`src/uvsg_pkg.sv`:
```
package uvsg_pkg;

    // Register indexes on the configuration port.
    localparam logic [1:0] REG_SEGMENT_COUNT = 2'd0;
    localparam logic [1:0] REG_RING_COUNT    = 2'd1;
    localparam logic [1:0] REG_SPHERE_RADIUS = 2'd2;

    // CORDIC step count, and angle and CORDIC constants in Q2.30.
    localparam int                 CORDIC_STEPS    = 24;
    localparam logic signed [33:0] CORDIC_GAIN_Q30 = 34'sd652032874;
    localparam logic [30:0]        HALF_PI_Q30     = 31'd1686629713;

    // Pipeline stage counts of the three sections.
    localparam int DIV_STAGES    = 9;
    localparam int CORDIC_STAGES = 9;
    localparam int SHADE_STAGES  = 4;
    localparam int PIPE_STAGES   = DIV_STAGES + CORDIC_STAGES + SHADE_STAGES;

    // Per-item data that rides beside the arithmetic.
    typedef struct packed {
        logic [15:0] vertex_number;
        logic [15:0] lower_row_number;
        logic        starts_quad;
        logic        out_of_range;
        logic [16:0] tex_u;
        logic [16:0] tex_v;
    } uvsg_side_t;

    // Truncated arctangent table, one entry per CORDIC step.
    function automatic logic signed [33:0] atan_q30(input int step);
        logic signed [33:0] a;
        case (step)
            0:       a = 34'sd843314856;
            1:       a = 34'sd497837829;
            2:       a = 34'sd263043836;
            3:       a = 34'sd133525158;
            4:       a = 34'sd67021686;
            5:       a = 34'sd33543515;
            6:       a = 34'sd16775850;
            7:       a = 34'sd8388437;
            8:       a = 34'sd4194282;
            9:       a = 34'sd2097149;
            10:      a = 34'sd1048575;
            11:      a = 34'sd524287;
            12:      a = 34'sd262143;
            13:      a = 34'sd131071;
            14:      a = 34'sd65535;
            15:      a = 34'sd32767;
            16:      a = 34'sd16383;
            17:      a = 34'sd8191;
            18:      a = 34'sd4095;
            19:      a = 34'sd2047;
            20:      a = 34'sd1023;
            21:      a = 34'sd511;
            22:      a = 34'sd255;
            23:      a = 34'sd127;
            default: a = 34'sd0;
        endcase
        return a;
    endfunction

    // Saturate a signed value to Q1.15.
    function automatic logic signed [15:0] sat16(input logic signed [33:0] v);
        logic signed [15:0] r;
        if (v > 34'sd32767)
            r = 16'sh7FFF;
        else if (v < -34'sd32768)
            r = 16'sh8000;
        else
            r = v[15:0];
        return r;
    endfunction

    // Saturate a signed value to 24 bits.
    function automatic logic signed [23:0] sat24(input logic signed [33:0] v);
        logic signed [23:0] r;
        if (v > 34'sd8388607)
            r = 24'sh7FFFFF;
        else if (v < -34'sd8388608)
            r = 24'sh800000;
        else
            r = v[23:0];
        return r;
    endfunction

endpackage

```
`src/uvsg_div.sv`:
```
// Rounded fixed-point quotient numer * 2^FRAC / denom, one quotient bit per
// step, four steps per stage. The Q1.16 quotient is taken on the way.
module uvsg_div #(
    parameter int FRAC = 32
) (
    input  logic                                clk,
    input  logic [uvsg_pkg::DIV_STAGES-1:0]     stage_en,
    input  logic [7:0]                          numer,
    input  logic [7:0]                          denom,
    output logic [31:0]                         angle,
    output logic [16:0]                         tex
);

    localparam int SKIP = 32 - FRAC;
    localparam int STG  = uvsg_pkg::DIV_STAGES - 1;

    logic [7:0]  r_reg   [STG];
    logic [32:0] q_reg   [STG];
    logic [16:0] tex_reg [STG];
    logic [31:0] angle_reg;
    logic [16:0] tex_out_reg;
    logic [7:0]  half_up;

    // Remainder threshold at which the quotient rounds up.
    assign half_up = denom - (denom >> 1);

    genvar s;
    generate
        for (s = 0; s < STG; s++)
        begin : g_stage
            logic [7:0]  r_next;
            logic [32:0] q_next;
            logic [16:0] tex_next;

            // The integer bit first, then four quotient steps in every stage.
            always_comb
            begin
                logic [8:0] t;
                logic       b;
                t = '0;
                b = 1'b0;
                if (s == 0)
                begin
                    b        = numer >= denom;
                    r_next   = b ? numer - denom : numer;
                    q_next   = {32'd0, b};
                    tex_next = '0;
                end
                else
                begin
                    r_next   = r_reg[(s > 0) ? s - 1 : 0];
                    q_next   = q_reg[(s > 0) ? s - 1 : 0];
                    tex_next = tex_reg[(s > 0) ? s - 1 : 0];
                end
                for (int j = 0; j < 4; j++)
                begin
                    if (s * 4 + j + 1 > SKIP)
                    begin
                        t      = {r_next, 1'b0};
                        b      = t >= {1'b0, denom};
                        r_next = b ? 8'(t - {1'b0, denom}) : t[7:0];
                        q_next = {q_next[31:0], b};
                        if (s * 4 + j + 1 - SKIP == 16)
                            tex_next = q_next[16:0] + {16'd0, r_next >= half_up};
                    end
                end
            end

            always_ff @(posedge clk)
            begin
                if (stage_en[s])
                begin
                    r_reg[s]   <= r_next;
                    q_reg[s]   <= q_next;
                    tex_reg[s] <= tex_next;
                end
            end
        end
    endgenerate

    // Final rounding; the turn count wraps modulo one full turn.
    always_ff @(posedge clk)
    begin
        if (stage_en[STG])
        begin
            angle_reg   <= q_reg[STG-1][31:0] + {31'd0, r_reg[STG-1] >= half_up};
            tex_out_reg <= tex_reg[STG-1];
        end
    end

    assign angle = angle_reg;
    assign tex   = tex_out_reg;

endmodule

```
`config.mk`:
```
export PLATFORM = sky130hd
export DESIGN_NAME = uvsg_div
export DESIGN_NICKNAME = d
export VERILOG_FILES = /design/src/uvsg_pkg.sv /design/src/uvsg_div.sv
export SDC_FILE = /design/constraint.sdc
export NUM_CORES = 1
export LEC_CHECK = 0
export ABC_AREA = 1
export BUFFER_PORTS_ARGS = -buffer_cell sky130_fd_sc_hd__buf_4
export CORE_MARGIN = 4
export CORE_UTILIZATION = 35
export DETAILED_ROUTE_END_ITERATION = 12
export PLACE_DENSITY = 0.53
export RECOVER_POWER = 25
export SLEW_MARGIN = 20
export SYNTH_ARGS = -nofsm -noshare
export SYNTH_HDL_FRONTEND = slang
export SYNTH_SLANG_ARGS = --single-unit
```
`constraint.sdc`:
```
create_clock -name clk -period 12.8 [get_ports clk]
set_input_delay 2.56 -clock clk [delete_from_list [all_inputs] [get_ports clk]]
set_output_delay 2.56 -clock clk [all_outputs]
set_load 0.01 [all_outputs]
```
Word level (Yosys, flattened, before mapping)
Memory sizes are Yosys's and may differ from the RTL's. A register that Yosys moved wholly into a read port is not among the register bits.
Cells that the tools add are included.

word-level totals
  register bits after elaboration = 32
  bits in latches = 0
  bits in writable memories = 464
  bits in read-only memories = 0
  output and inout port bits = 49
  logic and storage cells = 124
  memories kept = 3

memory list
  name     words  width  read ports  clocked after Yosys merged registers in  wr ports  RTL line        RTL
  q_reg    8      33     8           0                                        8         uvsg_div.sv:18  logic [32:0] q_reg [STG];
  tex_reg  8      17     7           1                                        8         uvsg_div.sv:19  logic [16:0] tex_reg [STG];
  r_reg    8      8      8           0                                        8         uvsg_div.sv:17  logic [7:0] r_reg [STG];

operators by class
  add/subtract/negate cells = 36
  multipliers = 0
  divide/modulo/power cells = 0
  $lt $le $gt $ge = 35
  eq/ne operators = 0
  shift operators = 0
  mux-type cells = 49
  bitwise gates (word level) = 0
  reductions and logical operators = 0

operator list
  operator                                    count
  greater-or-equal comparator 9 x 8 -> 1 bit  32
  two-way mux 8 bit                           33
  subtractor 8 bit                            33
  adder 32 x 1 -> 32 bit                      1
  greater-or-equal comparator 8 bit           3
  adder 17 x 1 -> 17 bit                      1
  two-way mux 1 bit                           16
  subtractor 8 x 7 -> 8 bit                   1

Logic depth before layout (Yosys ltp)
Gate-level depths: netlist of run 1.
An unclocked memory read counts as a cell.

  depth after elaboration = 11
  depth in mapped cells = 65

Worst setup path before layout of run 1
No wires, ideal clock.

  path type = input-to-reg
  start point = in denom[1]
  end point = mem tex_reg[3][8], data pin
  setup time = 0.266 ns
  arrival time = 10.957 ns
  required time = 12.534 ns
  path slack = 1.577 ns
  stages on the path = 56
  path buffers = 1
  path through = inv_1 > ha_1 > nand3_2 > nand2_2 > a21oi_2 > o21ai_2 > nand2_2 > nand2_4 > inv_4 > nand2_1 > o21ai_1 > ha_1 > nand2_1 > a21oi_1 > a211oi_1 > nand2_1 > nand2_1 > nand3_2 > [20 not listed] > nand3_2 > o21ai_1 > ha_1 > o21a_1 > o21a_1 > o21a_1 > o21a_1 > o21a_1 > o21a_1 > o21ai_0 > nand2_1 > ha_1 > ha_1 > nand2_1 > inv_1 > nand2_1 > nor3_1 > xor2_1

RTL lines
  what                RTL line        RTL
  start: declaration  uvsg_div.sv:9   input logic [7:0] denom,
  end: declaration    uvsg_div.sv:19

==> results of run 1 <==
[through the flow]
stage / area [sq um] / util (%) / worst slack [ns]
after floorplan: 25200 / - / 1.58
after global placement: 26900 / 37.6 / 1.16
after detailed placement: 26900 / 37.6 / 0.890
after CTS: 28200 / 39.4 / 1.47
after global routing: 28200 / 39.4 / 0.365
final: 28200 / 39.4 / 1.45
[per-layer routing]
metal,up-vias,global-route usage (%)
met5,-,0
met4,0,4.36
met3,107,1.98
li1,9679,-
met1,8864,20.5
met2,324,27.0
[cell families after synthesis]
group	Yosys count	share of synthesized area (%)
xor+xnor	235	8.16
flops	345	41.1
buf+inv	352	5.88
simple gates	1115	20.0
fa+ha+maj	278	14.1
compound gates	447	10.8
[placed cells by master (no fill, tap or decap), drive strengths merged, types with 2 or more instances in the layout]
master    instances
inv             321
fa               10
o31ai             9
buf              94
bufinv            4
nand4            40
xnor2            84
nor3             35
a211oi            3
nor3b             2
or2              23
a21oi           204
o21a             15
ha              268
nor2            200
o21ai           162
xor2            151
a31oi             3
o311ai            7
edfxtp          345
nand3b            6
o21bai            9
clkbuf           48
a21o             15
a41oi             7
nand2           669
o211ai           11
nor4              7
clkinv           15
clkinvlp          3
nand3           132
[how the worst max path moves through the flow]
stage	startpoint	endpoint	slack (ns)
floorplan	denom[1]	tex_reg[3][8]	1.58
global placement	denom[7]	tex_reg[3][14]	1.16
detailed placement	denom[7]	tex_reg[3][8]	0.89
CTS	denom[7]	tex_reg[3][8]	1.47
global route	denom[1]	tex_reg[3][8]	0.36
finish	denom[1]	tex_reg[3][8]	1.45
[critical path, delay by kind of cell]
family,cells,cell delay (ns)
AO/OA/AOI/OAI,20,3.92
adder cells (fa/ha/maj),8,2.10
AND/OR/NAND/NOR,18,2.05
buffers and inverters,7,0.89
XOR/XNOR,1,0.14
[final cells by class]
type | instances | area [sq um] | share of cell area [%]
Tap cell | 950 | 1190 | 4.22
Clock inverter | 24 | 282 | 0.999
Timing Repair Buffer | 94 | 731 | 2.59
Clock buffer | 48 | 1030 | 3.66
Multi-Input combinational cell | 2075 | 13400 | 47.5
Antenna cell | 1 | 2.50 | 0.00888
Inverter | 319 | 1200 | 4.28
Sequential cell | 345 | 10400 | 36.8
==> metrics.md, run 1 <==
| Metric | Value |
|---|---|
| Outcome | `finished, final reports clean` |
| Post-CTS setup buffers | `0` |
| Final setup viols | `0` |
| DR DRC count | `0` |
| Max cap viols | `0` |
| Routed len/inst | `roughly 16 um` |
| Fin cells | `~3,900` |
| Dominant synthesized flop cell | `edfxtp_1` |
| Post-synth top cells | `642 x nand2_1, 345 x edfxtp_1, 306 x inv_1, 268 x ha_1, 185 x a21oi_1` |
| Avg Inst Size Synth | `9.09 sq um` |
| Drt first pass iters | `5` |
| Cell mode on critical path | `nand2_1` |
| Mapped Cells | `2,772` |
| Core Area | `slightly above 0.07 sq mm` |
| Worst endpoint required time | `13.11 ns` |
| Crit-path max cell delay | `0.42 ns` |
| Synth area leaders | `edfxtp_1 41%, ha_1 13%, nand2_1 9.6%` |
| Synth top area share | `41.1%` |
| Worst setup SP type | `input port` |
| WS Path Type | `input port to register` |
| Vias in the first global route | `18,941` |
| Antenna violations before repair | `1` |
| IO Port Bufs | `between 70 and 80` |
| Vias per std cell | `4.92` |
| Final Max Tran Viols | `0` |
| Max Used Layer | `met4` |
| Ys async rst share | `0%` |
| Post-synth EDFFs | `between 300 and 400` |
| Root Buffer | `clkbuf_16` |
| CTS Sinks | `between 300 and 400` |
| Unrepaired setup endpoints after global routing | `false` |
| Hold WC Path Type | `register to register` |
| Max Clock Skew | `between 0.02 and 0.03 ns` |
| CTS resizes | `0` |
| DR WL met2 | `28,600 um` |
| Die area | `~0.076 sq mm` |
| Slew HR | `29.8%` |
| Hold Path Origin | `q_reg[1][37]` |
| Final hold violation count | `0` |
| Hold_ws | `0.406 ns` |
| Slew @ Worst Pin | `1.04 ns` |
| Worst Hold Path EP | `q_reg[1][74]` |
| Fin nets | `around 3,200` |
| Number of flip-flops in the largest register | `roughly 150` |
| Setup crit end kind | `register` |
| Final WL | `60,500 um` |
| Final worst path period share | `between 80% and 90%` |
| Clock Latency Late Sink | `~0.57 ns` |
| Layout cells sized above 1 | `11.2%` |
| Overflow after GRT | `0` |
| Hold Path Depth | `0` |
| Dpl hpwl | `44,900 um` |
| Fmax | `just under 90 MHz` |
| Vias | `18,974` |
| FILL cells | `7,008` |
| Synth Register Bits | `approximately 350` |
| Top-count cell post-synth | `nand2_1` |
| GRT Total Usage | `15.6%` |
| Setup TNS | `0 ns` |
| Arrival time worst endpoint | `11.66 ns` |
| Largest net degree at the start of global routing | `65` |
| Placed cells | `3,783` |
| Setup slack, reg-to-reg | `3.33 ns` |
| Detail Route Antenna Nets | `0` |
| Area growth syn-to-layout | `11.7%` |
| Die Y | `about 280 um` |
| Library cells used by synthesis | `just under 60` |
| Routed wl met3 | `2150 um` |
| Cell Rows | `98` |
| First-pass GRT wire length | `98,100 um` |
| Synthesis Warnings | `0` |
| Clock-pin slew on the worst setup and hold paths | `roughly 0.050 ns` |
| TritonCTS clock tree | `built` |
| Area leader, netlist | `edfxtp_1` |
| Chip Width | `around 280 um` |
| Ports | `75` |
| Worst r2r dst | `tex_reg[3][8]` |
| CTS Hold Buffers Added | `0` |
| CTS Buffer Depth | `3` |
| Global placement routability congestion | `0.870` |
| Slowest CP cell | `o311ai_1` |
| Register area share after synthesis | `about two fifths` |
| CTS H-Tree Depth | `2` |
| Initial Util | `35.3%` |
| Metal1 wirelength | `28,200 um` |
| Syn nets | `3,076` |
| Total CTS buffers | `40` |
| Worst Path Max Fanout | `14` |
| Initial DRC Count | `949` |
| Synth Cell Area | `0.0252 sq mm` |
| FF-to-FF Start | `r_reg[0][16]` |
| Min Tclk post-route | `roughly 11 ns` |
| Worst-case reg-to-reg path depth | `52` |
Power of run 1 is not shown: default switching activity piles up to over one toggle a cycle in this logic, so the estimate is an artifact.
==> run 2, diff against run 1 <==
--- a/config.mk
+++ b/config.mk
@@ -11,7 +11,7 @@
 export CORE_UTILIZATION = 35
 export DETAILED_ROUTE_END_ITERATION = 12
 export PLACE_DENSITY = 0.53
-export RECOVER_POWER = 25
+export RECOVER_POWER = 50
 export SLEW_MARGIN = 20
 export SYNTH_ARGS = -nofsm -noshare
 export SYNTH_HDL_FRONTEND = slang
==> run 2 against run 1 <==
  * The flow now finishes with violations (capacitance limit, slew limit)
  * Worst hold slack worse by 0.0015 ns
  * Critical path depth did not move
  * Setup slack gained 0.044 ns
  * Sequential share of layout area hardly changed
  * Wire length barely moved
  * Clock skew is 0.0013 ns higher
  * Design area about the same
  * Utilization about the same
  * Count of clock-buffer cells in the layout stayed put
  * Fmax up 0.39%
  * Critical endpoint unchanged
==> metrics.md, run 2 (synthesis gave the netlist of run 1 again) <==
| Metric | Value |
|---|---|
| Outcome | `finished, violations left (was finished, final reports clean)` |
| Failing checks | `capacitance limit, slew limit` |
| Layout cells sized above 1 | `11.0% (was 11.2%)` |
| Fmax | `88.4 MHz (was 88.1 MHz)` |
| Core Area | `0.0715 sq mm (unchanged)` |
| FILL cells | `7,016 (was 7,008)` |
| Ports | `75 (unchanged)` |
| Cell Rows | `98 (unchanged)` |
| Global placement routability congestion | `0.870 (unchanged)` |
| Post-CTS setup buffers | `0 (unchanged)` |
| CTS Buffer Depth | `3 (unchanged)` |
| Area growth syn-to-layout | `11.6% (was 11.7%)` |
| Vias | `18,948 (was 18,974)` |
| Unrepaired setup endpoints after global routing | `false (unchanged)` |
| CTS resizes | `0 (unchanged)` |
| Most frequent cells in the layout | `642 x nand2_1, 345 x edfxtp_1, 304 x inv_1 (unchanged)` |
| Arrival time worst endpoint | `11.62 ns (was 11.66 ns)` |
| Worst setup SP type | `input port (unchanged)` |
| Clock-pin slew on the worst setup and hold paths | `0.05 ns (about the same)` |
| Met1 usage | `20.5% (unchanged)` |
| Die Y | `276 um (unchanged)` |
| Initial Util | `35.3% (unchanged)` |
| CTS H-Tree Depth | `2 (unchanged)` |
| Max cap viols | `4 (was 0)` |
| Dpl hpwl | `44,900 um (unchanged)` |
| Met2 GRT Util | `27.0% (unchanged)` |
| Worst Path Max Fanout | `14 (unchanged)` |
| Final WL | `60,400 um (was 60,500 um)` |
| Die area | `0.0764 sq mm (unchanged)` |
| Routed len/inst | `15.7 um (about the same)` |
| First-pass GRT wire length | `98,100 um (unchanged)` |
| Chip Width | `276 um (unchanged)` |
| Min Tclk post-route | `11.31 ns (was 11.35 ns)` |
| Final core occ | `39.4% (about the same)` |
| Commonest non-fill, non-tap cell in the layout | `nand2_1 (unchanged)` |
| CTS Sinks | `345 (unchanged)` |
| Final hold violation count | `0 (unchanged)` |
| Root Buffer | `clkbuf_16 (unchanged)` |
| Crit-path max cell delay | `0.42 ns (about the same)` |
| Detail Route Antenna Nets | `0 (unchanged)` |
| WS Path Type | `input port to register (unchanged)` |
| DR DRC count | `0 (unchanged)` |
| Slew HR | `-93.6% (was 29.8%)` |
| Setup TNS | `0 ns (unchanged)` |
| Post-DP Area | `0.0269 sq mm (unchanged)` |
| GRT Total Usage | `15.6% (unchanged)` |
| Largest net degree at the start of global routing | `65 (unchanged)` |
| Fin nets | `3,179 (unchanged)` |
| Vias per std cell | `4.91 (was 4.92)` |
| TritonCTS clock tree | `built (unchanged)` |
| Final worst path period share | `88.4% (was 88.7%)` |
| Final Max Tran Viols | `188 (was 0)` |
| Global routing's busiest layer | `met2 (unchanged)` |
| Antenna violations before repair | `1 (unchanged)` |
| Vias in the first global route | `18,941 (unchanged)` |
| Max Clock Skew | `0.0286 ns (was 0.0273 ns)` |
| Initial DRC Count | `963 (was 949)` |
| Met3 usage | `1.98% (unchanged)` |
| Final setup viols | `0 (unchanged)` |
| Slew @ Worst Pin | `2.90 ns (was 1.04 ns)` |
| IO Port Bufs | `74 (unchanged)` |
| Drt first pass iters | `5 (unchanged)` |
| Cell mode on critical path | `nand2_1 (unchanged)` |
| Finished Cell Area | `0.0281 sq mm (was 0.0282 sq mm)` |
| Hold WC Path Type | `register to register (unchanged)` |
| Number of flip-flops in the largest register | `147 (unchanged)` |
| Overflow after GRT | `0 (unchanged)` |
| Clock Latency Late Sink | `0.57 ns (about the same)` |
| Slowest CP cell | `o311ai_1 (unchanged)` |
| CTS Hold Buffers Added | `0 (unchanged)` |
| Total CTS buffers | `40 (unchanged)` |
| Setup crit end kind | `register (unchanged)` |
| Worst endpoint required time | `13.11 ns (about the same)` |
## run 2: changes by cell type in the layout (fill, tap and decap cells not counted)
| cell | delta |
|---|---|
| clkbuf_1 | +7 |
| buf_4 | -7 |
## run 2: worst paths after layout
check / start / end / slack (ns) / depth (start not counted)
max reg2reg: r_reg[0][16] / tex_reg[3][8] / 3.37 / 52
min reg2reg: q_reg[1][37] / q_reg[1][74] / 0.40 / 0
min: q_reg[1][37] / q_reg[1][74] / 0.40 / 0
max: denom[1] / tex_reg[3][8] / 1.49 / 54
## run 2: metal layers
layer | wire [um] | vias to the layer above
li1 | - | 9678
met1 | 28200 | 8826
met2 | 28500 | 343
met3 | 2260 | 101
met4 | 1420 | 0
met5 | 0 | -
## run 2: final cells by class
type                       instances  area [sq um]  area share, %
multi-input combinational       2075         13400           47.5
sequential                       345         10400           36.8
inverter                         319          1200           4.28
tap                              950          1190           4.22
clock buffer                      48          1030           3.66
timing repair buffer              94           704           2.50
clock inverter                    24           282           1.00
antenna                            1          2.50        0.00889
## run 2: critical path: cells and delay by family
family | cells | cell delay, ns
AO/OA/AOI/OAI | 20 | 3.89
XOR/XNOR | 1 | 0.14
adder cells (fa/ha/maj) | 8 | 2.10
buffers and inverters | 7 | 0.88
AND/OR/NAND/NOR | 18 | 2.06
## run 2: stage by stage
| step | setup slack (ns) | hold WS (ns) | cells |
|---|---|---|---|
| finish | 1.49 | 0.404 | 3856 |
| global route | 0.365 | 0.418 | 3855 |
| CTS | 1.47 | 0.412 | 3855 |
| detailed placement | 0.890 | 0.405 | 3783 |
| global placement | 1.16 | 0.401 | 3783 |
| floorplan | 1.58 | 0.400 | 2772 |
Power of run 2 is left out for the same reason.
